<file path="config.mk">
export PLATFORM = sky130hd
export DESIGN_NAME = midi_clock_tempo_tracker_flat
export DESIGN_NICKNAME = d
export VERILOG_FILES = /design/src/rtl/core/mctt_pkg.sv /design/src/rtl/core/mctt_ifs.sv /design/src/rtl/core/mctt_div.sv /design/src/rtl/core/midi_clock_tempo_tracker.sv /design/src/flat_wrapper.sv
export SDC_FILE = /design/constraint.sdc
export NUM_CORES = 2
export LEC_CHECK = 0
export BUFFER_PORTS_ARGS = -buffer_cell sky130_fd_sc_hd__clkbuf_2
export CORE_MARGIN = 2
export CORE_UTILIZATION = 55
export CTS_CLUSTER_SIZE = 24
export DETAILED_ROUTE_END_ITERATION = 8
export GPL_TIMING_DRIVEN = 0
export PLACE_DENSITY_LB_ADDON = 0.3
export SLEW_MARGIN = 20
export SYNTH_ARGS = -nofsm -noshare
export SYNTH_HDL_FRONTEND = slang
export SYNTH_SLANG_ARGS = --single-unit
</file>
<file path="constraint.sdc">
create_clock -name i_clk -period 11.6 [get_ports i_clk]
set_clock_uncertainty 0.05 [all_clocks]
set_input_delay 0.58 -clock i_clk [delete_from_list [all_inputs] [get_ports i_clk]]
set_output_delay 0.58 -clock i_clk [all_outputs]
set_load 0.05 [all_outputs]
</file>
<file path="src/rtl/core/mctt_pkg.sv">
// Package for the MIDI clock tempo tracker: sizes, constants, codes and state types.
// Used by the channel interfaces, the shared divider and the top level.
`default_nettype none

package mctt_pkg;

    // History ring and time base.
    localparam int HIST_DEPTH = 16;
    localparam int HIST_IDX_W = $clog2(HIST_DEPTH);
    localparam int FILL_W     = $clog2(HIST_DEPTH + 1);
    localparam int TIME_BITS  = 48;
    localparam int IVL_W      = 32;
    localparam int SUM_W      = IVL_W + HIST_IDX_W;

    // Tempo arithmetic: tempo_q8 = TEMPO_NUM / mean, saturated to TEMPO_MAX.
    localparam int TEMPO_W               = 20;
    localparam logic [SUM_W-1:0] TEMPO_NUM = SUM_W'(640000000);
    localparam logic [TEMPO_W-1:0] TEMPO_MAX = {TEMPO_W{1'b1}};

    // Shared divider sizing.
    localparam int DIV_W     = SUM_W;
    localparam int DIV_CNT_W = $clog2(DIV_W);

    // Configuration port.
    localparam int CFG_IDX_W  = 2;
    localparam int CFG_DATA_W = 32;
    localparam int MIN_INT_W  = 20;
    localparam int MIN_HIST_W = 5;

    localparam logic [CFG_DATA_W-1:0] TIMEOUT_RST  = CFG_DATA_W'(500000);
    localparam logic [MIN_INT_W-1:0]  MIN_INT_RST  = MIN_INT_W'(1000);
    localparam logic [MIN_HIST_W-1:0] MIN_HIST_RST = MIN_HIST_W'(2);

    typedef enum logic [CFG_IDX_W-1:0] {
        CFG_TIMEOUT  = 2'd0,
        CFG_MIN_INT  = 2'd1,
        CFG_MIN_HIST = 2'd2
    } t_cfg_idx;

    typedef enum logic [1:0] {
        ST_FIRST   = 2'd0,
        ST_ACCEPT  = 2'd1,
        ST_SHORT   = 2'd2,
        ST_TIMEOUT = 2'd3
    } t_status;

    typedef enum logic [3:0] {
        S_IDLE,
        S_GAP,
        S_CLASS,
        S_CHECK,
        S_SUM,
        S_DIV_MEAN,
        S_WAIT_MEAN,
        S_DIV_TEMPO,
        S_WAIT_TEMPO,
        S_TGT_DIFF,
        S_TGT,
        S_DONE
    } t_state;

endpackage

`default_nettype wire

</file>
<file path="src/rtl/core/mctt_ifs.sv">
// Valid/ready channel interfaces for the tempo tracker input ticks and results.
// Depends on mctt_pkg for the field widths.
`default_nettype none

interface mctt_in_if;
    logic                           valid;
    logic                           ready;
    logic [mctt_pkg::TIME_BITS-1:0] arrival_time_us;

    modport source (output valid, output arrival_time_us, input ready);
    modport sink   (input valid, input arrival_time_us, output ready);
endinterface

interface mctt_out_if;
    logic                         valid;
    logic                         ready;
    logic [1:0]                   tick_status;
    logic                         stable_tick;
    logic [mctt_pkg::IVL_W-1:0]   mean_interval_us;
    logic [mctt_pkg::TEMPO_W-1:0] tempo_bpm_q8;
    logic                         tempo_valid;

    modport source (output valid, output tick_status, output stable_tick,
                    output mean_interval_us, output tempo_bpm_q8, output tempo_valid,
                    input ready);
    modport sink   (input valid, input tick_status, input stable_tick,
                    input mean_interval_us, input tempo_bpm_q8, input tempo_valid,
                    output ready);
endinterface

`default_nettype wire

</file>
<file path="src/rtl/core/mctt_div.sv">
// Shared restoring divider, one quotient bit per cycle.
// Depends on mctt_pkg for its widths.
`default_nettype none

module mctt_div (
    input  wire logic                           i_clk,
    input  wire logic                           i_rst_n,
    input  wire logic                           i_start,
    input  wire logic [mctt_pkg::DIV_W-1:0]     i_dividend,
    input  wire logic [mctt_pkg::IVL_W-1:0]     i_divisor,
    output logic                                o_done,
    output logic [mctt_pkg::DIV_W-1:0]          o_quot
);

    logic                               r_busy;
    logic [mctt_pkg::DIV_CNT_W-1:0]     r_cnt;
    logic [mctt_pkg::IVL_W-1:0]         r_rem;
    logic [mctt_pkg::DIV_W-1:0]         r_q;
    logic [mctt_pkg::IVL_W-1:0]         r_dvs;
    logic                               r_done_seen;

    logic [mctt_pkg::IVL_W:0]           rem_sh;
    logic                               q_bit;
    logic [mctt_pkg::IVL_W:0]           rem_sub;

    // One restoring step: shift in the next dividend bit and try the subtract.
    always_comb begin
        rem_sh  = {r_rem, r_q[mctt_pkg::DIV_W-1]};
        q_bit   = (rem_sh >= {1'b0, r_dvs});
        rem_sub = rem_sh - {1'b0, r_dvs};
    end

    // Control: busy flag and step counter.
    always_ff @(posedge i_clk) begin
        if (!i_rst_n) begin
            r_busy <= 1'b0;
            r_cnt  <= '0;
        end else if (i_start) begin
            r_busy <= 1'b1;
            r_cnt  <= mctt_pkg::DIV_CNT_W'(mctt_pkg::DIV_W - 1);
        end else if (r_busy) begin
            if (r_cnt == '0) begin
                r_busy <= 1'b0;
            end
            r_cnt <= r_cnt - 1'b1;
        end
    end

    // Datapath: remainder and the dividend register that fills with quotient bits.
    always_ff @(posedge i_clk) begin
        if (i_start) begin
            r_rem <= '0;
            r_q   <= i_dividend;
            r_dvs <= i_divisor;
        end else if (r_busy) begin
            r_rem <= q_bit ? rem_sub[mctt_pkg::IVL_W-1:0] : rem_sh[mctt_pkg::IVL_W-1:0];
            r_q   <= {r_q[mctt_pkg::DIV_W-2:0], q_bit};
        end
    end

    assign o_done = !r_busy && (r_cnt == {mctt_pkg::DIV_CNT_W{1'b1}}) && r_done_seen;

    // Done pulses for one cycle after the last step.
    always_ff @(posedge i_clk) begin
        if (!i_rst_n) begin
            r_done_seen <= 1'b0;
        end else begin
            r_done_seen <= r_busy && (r_cnt == '0);
        end
    end

    assign o_quot = r_q;

endmodule

`default_nettype wire

</file>
<file path="src/rtl/core/midi_clock_tempo_tracker.sv">
// MIDI clock tempo tracker, 24 ticks per quarter note. A first, ignored or timeout tick
// goes straight to the result, as does an accepted one when too few intervals are held.
// Otherwise the held intervals (up to 16) are summed from the ring and the shared divider
// forms the mean and, for a nonzero mean, the tempo; each divider pass is a start, one
// step per quotient bit and a done. One item is in work at a time.
// Synchronous active-low reset restores the register defaults and clears history.
`default_nettype none

module midi_clock_tempo_tracker (
    input  wire logic                                 i_clk,
    input  wire logic                                 i_rst_n,
    input  wire logic                                 i_cfg_we,
    input  wire logic [mctt_pkg::CFG_IDX_W-1:0]       i_cfg_idx,
    input  wire logic [mctt_pkg::CFG_DATA_W-1:0]      i_cfg_data,
    mctt_in_if.sink                                   i_in,
    mctt_out_if.source                                o_res
);

    // Configuration registers.
    logic [mctt_pkg::CFG_DATA_W-1:0] r_timeout;
    logic [mctt_pkg::MIN_INT_W-1:0]  r_min_int;
    logic [mctt_pkg::MIN_HIST_W-1:0] r_min_hist;

    always_ff @(posedge i_clk) begin
        if (!i_rst_n) begin
            r_timeout  <= mctt_pkg::TIMEOUT_RST;
            r_min_int  <= mctt_pkg::MIN_INT_RST;
            r_min_hist <= mctt_pkg::MIN_HIST_RST;
        end else if (i_cfg_we) begin
            unique case (i_cfg_idx)
                mctt_pkg::CFG_TIMEOUT:  r_timeout  <= i_cfg_data;
                mctt_pkg::CFG_MIN_INT:  r_min_int  <= i_cfg_data[mctt_pkg::MIN_INT_W-1:0];
                mctt_pkg::CFG_MIN_HIST: r_min_hist <= i_cfg_data[mctt_pkg::MIN_HIST_W-1:0];
                default: ;
            endcase
        end
    end

    // Sequencer and tracker state.
    mctt_pkg::t_state                  r_state, n_state;
    logic [mctt_pkg::TIME_BITS-1:0]    r_now, n_now;
    logic [mctt_pkg::TIME_BITS-1:0]    r_gap, n_gap;
    logic [mctt_pkg::TIME_BITS-1:0]    r_last, n_last;
    logic                              r_seen, n_seen;
    logic [mctt_pkg::HIST_IDX_W-1:0]   r_widx, n_widx;
    logic [mctt_pkg::FILL_W-1:0]       r_fill, n_fill;
    logic [mctt_pkg::SUM_W-1:0]        r_sum, n_sum;
    logic [mctt_pkg::FILL_W-1:0]       r_cnt, n_cnt;
    logic [mctt_pkg::IVL_W-1:0]        r_mean, n_mean;
    logic [mctt_pkg::TEMPO_W-1:0]      r_tempo, n_tempo;
    logic [mctt_pkg::TIME_BITS-1:0]    r_target, n_target;
    logic                              r_sched, n_sched;
    mctt_pkg::t_status                 r_status, n_status;
    logic                              r_stable, n_stable;

    // Output register.
    logic                              r_ov, n_ov;
    mctt_pkg::t_status                 r_o_status, n_o_status;
    logic                              r_o_stable, n_o_stable;
    logic [mctt_pkg::IVL_W-1:0]        r_o_mean, n_o_mean;
    logic [mctt_pkg::TEMPO_W-1:0]      r_o_tempo, n_o_tempo;

    // Interval ring memory with registered read.
    logic [mctt_pkg::IVL_W-1:0]        r_ring [mctt_pkg::HIST_DEPTH];
    logic [mctt_pkg::IVL_W-1:0]        r_rd;
    logic                              ring_we;
    logic                              rd_en;
    logic [mctt_pkg::HIST_IDX_W-1:0]   rd_addr;

    // Shared divider hookup.
    logic                              div_start;
    logic                              div_done;
    logic [mctt_pkg::DIV_W-1:0]        div_dividend;
    logic [mctt_pkg::IVL_W-1:0]        div_divisor;
    logic [mctt_pkg::DIV_W-1:0]        div_quot;

    logic                              in_xfer;

    assign i_in.ready = (r_state == mctt_pkg::S_IDLE);
    assign in_xfer    = i_in.valid && i_in.ready;

    // The mean pass divides the sum by the fill count; the tempo pass divides the
    // tempo numerator by the mean.
    always_comb begin
        if (r_state == mctt_pkg::S_DIV_TEMPO) begin
            div_dividend = mctt_pkg::TEMPO_NUM;
            div_divisor  = r_mean;
        end else begin
            div_dividend = r_sum;
            div_divisor  = mctt_pkg::IVL_W'(r_fill);
        end
    end

    mctt_div u_div (
        .i_clk      (i_clk),
        .i_rst_n    (i_rst_n),
        .i_start    (div_start),
        .i_dividend (div_dividend),
        .i_divisor  (div_divisor),
        .o_done     (div_done),
        .o_quot     (div_quot)
    );

    always_ff @(posedge i_clk) begin
        if (ring_we) begin
            r_ring[r_widx] <= r_gap[mctt_pkg::IVL_W-1:0];
        end
        if (rd_en) begin
            r_rd <= r_ring[rd_addr];
        end
    end

    // Next state and datapath of the sequencer.
    always_comb begin
        n_state    = r_state;
        n_now      = r_now;
        n_gap      = r_gap;
        n_last     = r_last;
        n_seen     = r_seen;
        n_widx     = r_widx;
        n_fill     = r_fill;
        n_sum      = r_sum;
        n_cnt      = r_cnt;
        n_mean     = r_mean;
        n_tempo    = r_tempo;
        n_target   = r_target;
        n_sched    = r_sched;
        n_status   = r_status;
        n_stable   = r_stable;
        n_ov       = r_ov && !o_res.ready;
        n_o_status = r_o_status;
        n_o_stable = r_o_stable;
        n_o_mean   = r_o_mean;
        n_o_tempo  = r_o_tempo;
        ring_we    = 1'b0;
        rd_en      = 1'b0;
        rd_addr    = '0;
        div_start  = 1'b0;

        unique case (r_state)
            mctt_pkg::S_IDLE: begin
                if (in_xfer) begin
                    n_now   = i_in.arrival_time_us;
                    n_state = mctt_pkg::S_GAP;
                end
            end

            mctt_pkg::S_GAP: begin
                n_gap   = r_now - r_last;
                n_state = mctt_pkg::S_CLASS;
            end

            // Sort the tick by its gap to the previous one.
            mctt_pkg::S_CLASS: begin
                n_stable = 1'b0;
                n_last   = r_now;
                n_seen   = 1'b1;
                priority if (!r_seen) begin
                    n_status = mctt_pkg::ST_FIRST;
                    n_state  = mctt_pkg::S_DONE;
                end else if (r_gap > mctt_pkg::TIME_BITS'(r_timeout)) begin
                    n_status = mctt_pkg::ST_TIMEOUT;
                    n_widx   = '0;
                    n_fill   = '0;
                    n_mean   = '0;
                    n_tempo  = '0;
                    n_target = '0;
                    n_sched  = 1'b0;
                    n_state  = mctt_pkg::S_DONE;
                end else if (r_gap < mctt_pkg::TIME_BITS'(r_min_int)) begin
                    n_status = mctt_pkg::ST_SHORT;
                    n_state  = mctt_pkg::S_DONE;
                end else begin
                    n_status = mctt_pkg::ST_ACCEPT;
                    ring_we  = 1'b1;
                    n_widx   = r_widx + 1'b1;
                    if (r_fill != mctt_pkg::FILL_W'(mctt_pkg::HIST_DEPTH)) begin
                        n_fill = r_fill + 1'b1;
                    end
                    n_state  = mctt_pkg::S_CHECK;
                end
            end

            // Too little history clears the tempo; otherwise start the ring sum.
            mctt_pkg::S_CHECK: begin
                if (mctt_pkg::MIN_HIST_W'(r_fill) < r_min_hist) begin
                    n_mean   = '0;
                    n_tempo  = '0;
                    n_target = '0;
                    n_sched  = 1'b0;
                    n_state  = mctt_pkg::S_DONE;
                end else begin
                    rd_en   = 1'b1;
                    rd_addr = '0;
                    n_cnt   = mctt_pkg::FILL_W'(1);
                    n_sum   = '0;
                    n_state = mctt_pkg::S_SUM;
                end
            end

            // Accumulate one ring entry per cycle while the next one is read.
            mctt_pkg::S_SUM: begin
                n_sum = r_sum + mctt_pkg::SUM_W'(r_rd);
                if (r_cnt == r_fill) begin
                    n_state = mctt_pkg::S_DIV_MEAN;
                end else begin
                    rd_en   = 1'b1;
                    rd_addr = r_cnt[mctt_pkg::HIST_IDX_W-1:0];
                    n_cnt   = r_cnt + 1'b1;
                end
            end

            mctt_pkg::S_DIV_MEAN: begin
                div_start = 1'b1;
                n_state   = mctt_pkg::S_WAIT_MEAN;
            end

            mctt_pkg::S_WAIT_MEAN: begin
                if (div_done) begin
                    n_mean = div_quot[mctt_pkg::IVL_W-1:0];
                    if (div_quot[mctt_pkg::IVL_W-1:0] == '0) begin
                        n_tempo  = '0;
                        n_target = '0;
                        n_sched  = 1'b0;
                        n_state  = mctt_pkg::S_DONE;
                    end else begin
                        n_state  = mctt_pkg::S_DIV_TEMPO;
                    end
                end
            end

            mctt_pkg::S_DIV_TEMPO: begin
                div_start = 1'b1;
                n_state   = mctt_pkg::S_WAIT_TEMPO;
            end

            // Saturate the tempo quotient to its field.
            mctt_pkg::S_WAIT_TEMPO: begin
                if (div_done) begin
                    if (|div_quot[mctt_pkg::DIV_W-1:mctt_pkg::TEMPO_W]) begin
                        n_tempo = mctt_pkg::TEMPO_MAX;
                    end else begin
                        n_tempo = div_quot[mctt_pkg::TEMPO_W-1:0];
                    end
                    n_state = mctt_pkg::S_TGT_DIFF;
                end
            end

            mctt_pkg::S_TGT_DIFF: begin
                n_gap   = r_now - r_target;
                n_state = mctt_pkg::S_TGT;
            end

            // Schedule the first stable tick, or advance a reached target.
            mctt_pkg::S_TGT: begin
                if (!r_sched) begin
                    n_target = r_now + mctt_pkg::TIME_BITS'(r_mean);
                    n_sched  = 1'b1;
                    n_stable = 1'b1;
                end else if (!r_gap[mctt_pkg::TIME_BITS-1]) begin
                    n_target = r_target + mctt_pkg::TIME_BITS'(r_mean);
                    n_stable = 1'b1;
                end
                n_state = mctt_pkg::S_DONE;
            end

            // Hand the result to the output register once it is free.
            mctt_pkg::S_DONE: begin
                if (!r_ov || o_res.ready) begin
                    n_ov       = 1'b1;
                    n_o_status = r_status;
                    n_o_stable = r_stable;
                    n_o_mean   = r_mean;
                    n_o_tempo  = r_tempo;
                    n_state    = mctt_pkg::S_IDLE;
                end
            end

            default: begin
                n_state = mctt_pkg::S_IDLE;
            end
        endcase
    end

    // Control and tracker state registers.
    always_ff @(posedge i_clk) begin
        if (!i_rst_n) begin
            r_state  <= mctt_pkg::S_IDLE;
            r_last   <= '0;
            r_seen   <= 1'b0;
            r_widx   <= '0;
            r_fill   <= '0;
            r_mean   <= '0;
            r_tempo  <= '0;
            r_target <= '0;
            r_sched  <= 1'b0;
            r_ov     <= 1'b0;
        end else begin
            r_state  <= n_state;
            r_last   <= n_last;
            r_seen   <= n_seen;
            r_widx   <= n_widx;
            r_fill   <= n_fill;
            r_mean   <= n_mean;
            r_tempo  <= n_tempo;
            r_target <= n_target;
            r_sched  <= n_sched;
            r_ov     <= n_ov;
        end
    end

    // Payload registers.
    always_ff @(posedge i_clk) begin
        r_now      <= n_now;
        r_gap      <= n_gap;
        r_sum      <= n_sum;
        r_cnt      <= n_cnt;
        r_status   <= n_status;
        r_stable   <= n_stable;
        r_o_status <= n_o_status;
        r_o_stable <= n_o_stable;
        r_o_mean   <= n_o_mean;
        r_o_tempo  <= n_o_tempo;
    end

    assign o_res.valid            = r_ov;
    assign o_res.tick_status      = r_o_status;
    assign o_res.stable_tick      = r_o_stable;
    assign o_res.mean_interval_us = r_o_mean;
    assign o_res.tempo_bpm_q8     = r_o_tempo;
    assign o_res.tempo_valid      = (r_o_mean != '0);

    // A zero mean never leaves a target scheduled.
    a_mean_sched: assert property (@(posedge i_clk) disable iff (!i_rst_n)
        (r_mean == '0) |-> !r_sched)
        else $error("target scheduled without a valid mean");

    // A stable tick only comes from an accepted interval with a valid tempo.
    a_stable_src: assert property (@(posedge i_clk) disable iff (!i_rst_n)
        (o_res.valid && o_res.stable_tick) |->
            (o_res.tick_status == mctt_pkg::ST_ACCEPT) && o_res.tempo_valid)
        else $error("stable tick on a result that is not an accepted interval");

    // The fill count never passes the ring depth.
    a_fill_max: assert property (@(posedge i_clk) disable iff (!i_rst_n)
        r_fill <= mctt_pkg::FILL_W'(mctt_pkg::HIST_DEPTH))
        else $error("ring fill count beyond depth");

    // A tick transfer moves the sequencer to the gap state and takes the input ready away.
    a_one_item: assert property (@(posedge i_clk) disable iff (!i_rst_n)
        in_xfer |=> (r_state == mctt_pkg::S_GAP) && !i_in.ready)
        else $error("tick transfer did not start the sequencer");

endmodule

`default_nettype wire

</file>
<file path="src/flat_wrapper.sv">
// flat-port wrapper written by rule: the top's interface ports become plain ports
module midi_clock_tempo_tracker_flat 
  (i_clk, i_rst_n, i_cfg_we, i_cfg_idx, i_cfg_data, i_in_valid, i_in_arrival_time_us, i_in_ready, o_res_valid, o_res_tick_status, o_res_stable_tick, o_res_mean_interval_us, o_res_tempo_bpm_q8, o_res_tempo_valid, o_res_ready);
  mctt_in_if i_in_i ();
  mctt_out_if o_res_i ();
  input  wire logic i_clk;
  input  wire logic i_rst_n;
  input  wire logic i_cfg_we;
  input  wire logic [mctt_pkg::CFG_IDX_W-1:0] i_cfg_idx;
  input  wire logic [mctt_pkg::CFG_DATA_W-1:0] i_cfg_data;
  input wire logic [$bits(i_in_i.valid)-1:0] i_in_valid;
  input wire logic [$bits(i_in_i.arrival_time_us)-1:0] i_in_arrival_time_us;
  output wire logic [$bits(i_in_i.ready)-1:0] i_in_ready;
  output wire logic [$bits(o_res_i.valid)-1:0] o_res_valid;
  output wire logic [$bits(o_res_i.tick_status)-1:0] o_res_tick_status;
  output wire logic [$bits(o_res_i.stable_tick)-1:0] o_res_stable_tick;
  output wire logic [$bits(o_res_i.mean_interval_us)-1:0] o_res_mean_interval_us;
  output wire logic [$bits(o_res_i.tempo_bpm_q8)-1:0] o_res_tempo_bpm_q8;
  output wire logic [$bits(o_res_i.tempo_valid)-1:0] o_res_tempo_valid;
  input wire logic [$bits(o_res_i.ready)-1:0] o_res_ready;
  assign i_in_i.valid = i_in_valid;
  assign i_in_i.arrival_time_us = i_in_arrival_time_us;
  assign i_in_ready = i_in_i.ready;
  assign o_res_valid = o_res_i.valid;
  assign o_res_tick_status = o_res_i.tick_status;
  assign o_res_stable_tick = o_res_i.stable_tick;
  assign o_res_mean_interval_us = o_res_i.mean_interval_us;
  assign o_res_tempo_bpm_q8 = o_res_i.tempo_bpm_q8;
  assign o_res_tempo_valid = o_res_i.tempo_valid;
  assign o_res_i.ready = o_res_ready;
  midi_clock_tempo_tracker u_core (.i_clk(i_clk), .i_rst_n(i_rst_n), .i_cfg_we(i_cfg_we), .i_cfg_idx(i_cfg_idx), .i_cfg_data(i_cfg_data), .i_in(i_in_i), .o_res(o_res_i));
endmodule
</file>
==> reports/summary.txt <==
Outcome -> complete, no violations
Internal power -> 7210 uW
CTS tree -> built
Clock root buffer -> clkbuf_16
Via/cell ratio -> 6.30
Hold Path Class -> primary input to flip-flop
Top sig layer -> met5
Crit end category -> flip-flop
Post-synthesis sequential area ratio -> 58.9%
Met2 WL -> 62.7 mm
Clk buf depth -> 3
Mapped Avg Cell Area -> 12.1 sq um
Adder-cell share of the synthesized area -> 5.34%
Placement Rows -> 110
Yosys warns -> 0
Clock power share -> 34.4%
Num CTS Buffers -> 106
Overall die width -> 306 um
Syn Inst Count -> 4,118
Synth Flop Type -> edfxtp_1
Full die area -> 0.0934 sq mm
Post-DP Area -> 0.0529 sq mm
Crit path DAT -> 7.89 ns
Post-Synth Simple-Gate Area -> 9.96%
Slew @ Worst Pin -> 1.23 ns
Static Leak -> 0.0201 uW
Num ports -> 145
Slew HR -> 16.9%
Proportion of synthesized area in mux cells -> 6.88%
Critical path class -> flip-flop to flip-flop
Synth Area in XOR/XNOR -> 2.75%
Startpoint types -> flip-flop
FMAX -> 0.137 GHz
CORE AREA -> 0.0900 sq mm
RePlAce Congestion -> 0.938
DR pass1 iterations -> 8
Max-cap violations -> 0
Vias in the first global route -> 34,100
Htree depth -> 3
# nets final -> 4,748
First-pass GRT wire length -> 210 mm
Worst EP required -> 12.19 ns
# hold bufs at CTS -> 45
Wl on met1 -> 58.2 mm
Worst VDD drop -> 0.160 mV
RSZ-0062 raised after global routing -> false
Largest net degree at the start of global routing -> 49
Complex-gate fraction of the synthesized area -> 13.1%
Hold Fails Final Rpt -> 0
Comb pwr share -> 17.0%
Tmin final -> 7.30 ns
P per Cell Area -> 180 mW/mm^2
Clk_lat worst skew -> 0.75 ns
Share of layout cells above drive strength 1 -> 12.5%
Final setup viols -> 0
PortBufs -> 144
Setup Total Neg Slack -> 0 ns
Total Wirelength -> 141 mm
Async SR Flop Fraction -> 0%
Overall routing resource usage -> 29.7%
Starting Density -> 55.6%
Tcrit/Tclk final -> 63.0%
Via count -> 36,000
Remaining Overflow, GRT -> 0
Psw -> 3030 uW
Post-CTS Setup Inserts -> 0
Max-slew violation count -> 0
Clk sinks -> 1,068
Fin area -> 0.0570 sq mm
# DRC -> 0
Initial DRC Count -> 4,722
Routed met3 length -> 14.8 mm
Number of enable flip-flop cells after synthesis -> 807
Synth Cell Area -> 0.0500 sq mm
Cts repair resizes -> 0
Worst Path Max Fanout -> 10
Clk pin slew, worst setup/hold paths -> 0.06 ns
Synthesis-stage register bit count -> 1,068
Switch share -> 29.6%
Routed Antenna Nets -> 0
Sequential power share -> 48.5%
Syn_nets -> 4,416
Dpl hpwl -> 102 mm
Die Y -> 306 um
Area Overhead vs Synth -> 14.0%
Initial antenna violation count -> 3
Largest family of logic cells by synthesized area -> compound AO/OA/AOI/OAI gates
Cell variety after synth -> 99
WL/cell -> 24.6 um
Fill cells -> 6,846
-- cell usage in the layout (no fill, tap or decap), types with 107 or more instances in the layout --
| cell | instances |
|---|---|
| a21oi_1 | 348 |
| clkbuf_1 | 174 |
| clkbuf_16 | 107 |
| clkbuf_2 | 149 |
| dfxtp_1 | 261 |
| edfxtp_1 | 807 |
| ha_1 | 207 |
| inv_1 | 143 |
| nand2_1 | 423 |
| nor2_1 | 169 |
| o21ai_0 | 227 |
-- layout make-up --
cell class / instances / area, sq um / area share, %
Multi-Input combinational cell: 2686 / 19200 / 33.6
Sequential cell: 1068 / 29500 / 51.7
Tap cell: 1176 / 1470 / 2.58
Buffer: 217 / 985 / 1.73
Clock inverter: 70 / 785 / 1.38
Timing Repair Buffer: 224 / 1780 / 3.13
Inverter: 147 / 552 / 0.968
Clock buffer: 131 / 2830 / 4.96
Antenna cell: 2 / 5.00 / 0.00878
-- power groups by stage --
stage | clock network [uW] | logic (uW) | registers, uW
after floorplan | 0 | 1240 | 4810
after global placement | 0 | 1640 | 5020
after detailed placement | 0 | 1670 | 5030
after CTS | 3550 | 1710 | 4950
after global routing | 3690 | 1910 | 4990
final | 3530 | 1740 | 4970
-- state kept, by name (all words and copies together), names as in the netlist, 4 cells and up --
name                           count
u_core.o_res.mean_interval_us     32
u_core.o_res.tempo_bpm_q8         20
u_core.r_cnt                       5
u_core.r_fill                      5
u_core.r_gap                      48
u_core.r_last                     48
u_core.r_mean                     32
u_core.r_min_hist                  5
u_core.r_min_int                  20
u_core.r_now                      48
u_core.r_rd                       32
u_core.r_ring                    512
u_core.r_state                     4
u_core.r_sum                      36
u_core.r_target                   48
u_core.r_tempo                    20
u_core.r_timeout                  32
u_core.r_widx                      4
u_core.u_div.o_quot               36
u_core.u_div.r_cnt                 6
u_core.u_div.r_dvs                32
u_core.u_div.r_rem                32
-- stage by stage --
stage	hold slack (ns)	utilization, %	std cells	power (uW)	worst slack (ns)
6_report	0.0308	63.4	5721	10200	4.30
5_1_grt	0.0161	63.4	5719	10600	4.09
4_1_cts	0.000872	63.3	5719	10200	4.64
3_5_place_dp	0.371	58.8	5473	6700	4.80
3_3_place_gp	0.365	58.0	5438	6660	3.05
2_1_floorplan	0.350	-	4118	6060	6.19
-- final timing paths --
check                                                     to  cells after the start                startpoint  slack [ns]
worst max-delay path                     u_core.r_target[44]                     19            u_core.r_sched        4.30
worst min-delay path                        u_core.r_now[23]                      1  i_in_arrival_time_us[23]        0.03
worst max register to register           u_core.r_target[44]                     19            u_core.r_sched        4.30
worst min register to register  u_core.o_res.tempo_bpm_q8[7]                      0         u_core.r_tempo[7]        0.38
-- critical path: stages (launching register included) --
cell	delay, ns
dfxtp_1	0.52
clkbuf_1	0.43
clkbuf_1	0.49
clkbuf_1	0.53
buf_1	0.52
buf_1	0.79
nand2_1	0.15
o21ai_0	0.25
ha_1	0.30
inv_1	0.07
fa_1	0.39
nand2b_1	0.19
a21oi_1	0.23
nor2_1	0.14
o211ai_1	0.51
a2111oi_2	0.29
nor3_2	0.60
nand3_1	0.21
or4_1	0.44
o211ai_1	0.11
-- layer usage --
| metal | vias to the layer above | track usage (%) |
|---|---|---|
| li1 | 16200 | - |
| met1 | 17500 | 42.3 |
| met2 | 1998 | 45.5 |
| met3 | 268 | 6.02 |
| met4 | 2 | 10.9 |
| met5 | - | 0 |
-- synth_stat cells, types with 31 or more instances --
| cell | instances | share of area (%) |
|---|---|---|
| o21ai_0 | 227 | 2.3 |
| edfxtp_1 | 807 | 48 |
| mux2i_1 | 86 | 1.7 |
| and3_1 | 58 | 0.73 |
| xnor2_1 | 78 | 1.4 |
| nand2b_1 | 51 | 0.64 |
| a21o_1 | 91 | 1.4 |
| nor3_1 | 68 | 0.68 |
| o211ai_1 | 60 | 0.90 |
| nor4_1 | 31 | 0.39 |
| dfxtp_1 | 261 | 10 |
| inv_1 | 143 | 1.1 |
| a21oi_1 | 349 | 3.5 |
| mux2_2 | 37 | 0.83 |
| o221ai_1 | 65 | 1.1 |
| nand2_1 | 424 | 3.2 |
| nand3_1 | 82 | 0.82 |
| mux4_2 | 96 | 4.3 |
| clkbuf_1 | 160 | 1.2 |
| ha_1 | 207 | 5.2 |
| xor2_1 | 79 | 1.4 |
| nor2_1 | 181 | 1.4 |
| o22ai_1 | 67 | 0.84 |
| nand4_1 | 41 | 0.51 |
-- cells by family after synthesis --
kind of cell / after synthesis
DFF: 1068
xor gates and xnor gates: 157
and+or+nand+nor: 1050
buffers and inverters: 364
AOI/OAI and AO/OA: 1049
muxes: 219
adders and majority gates: 211
No activity file was read; power rests on OpenSTA's default activity.
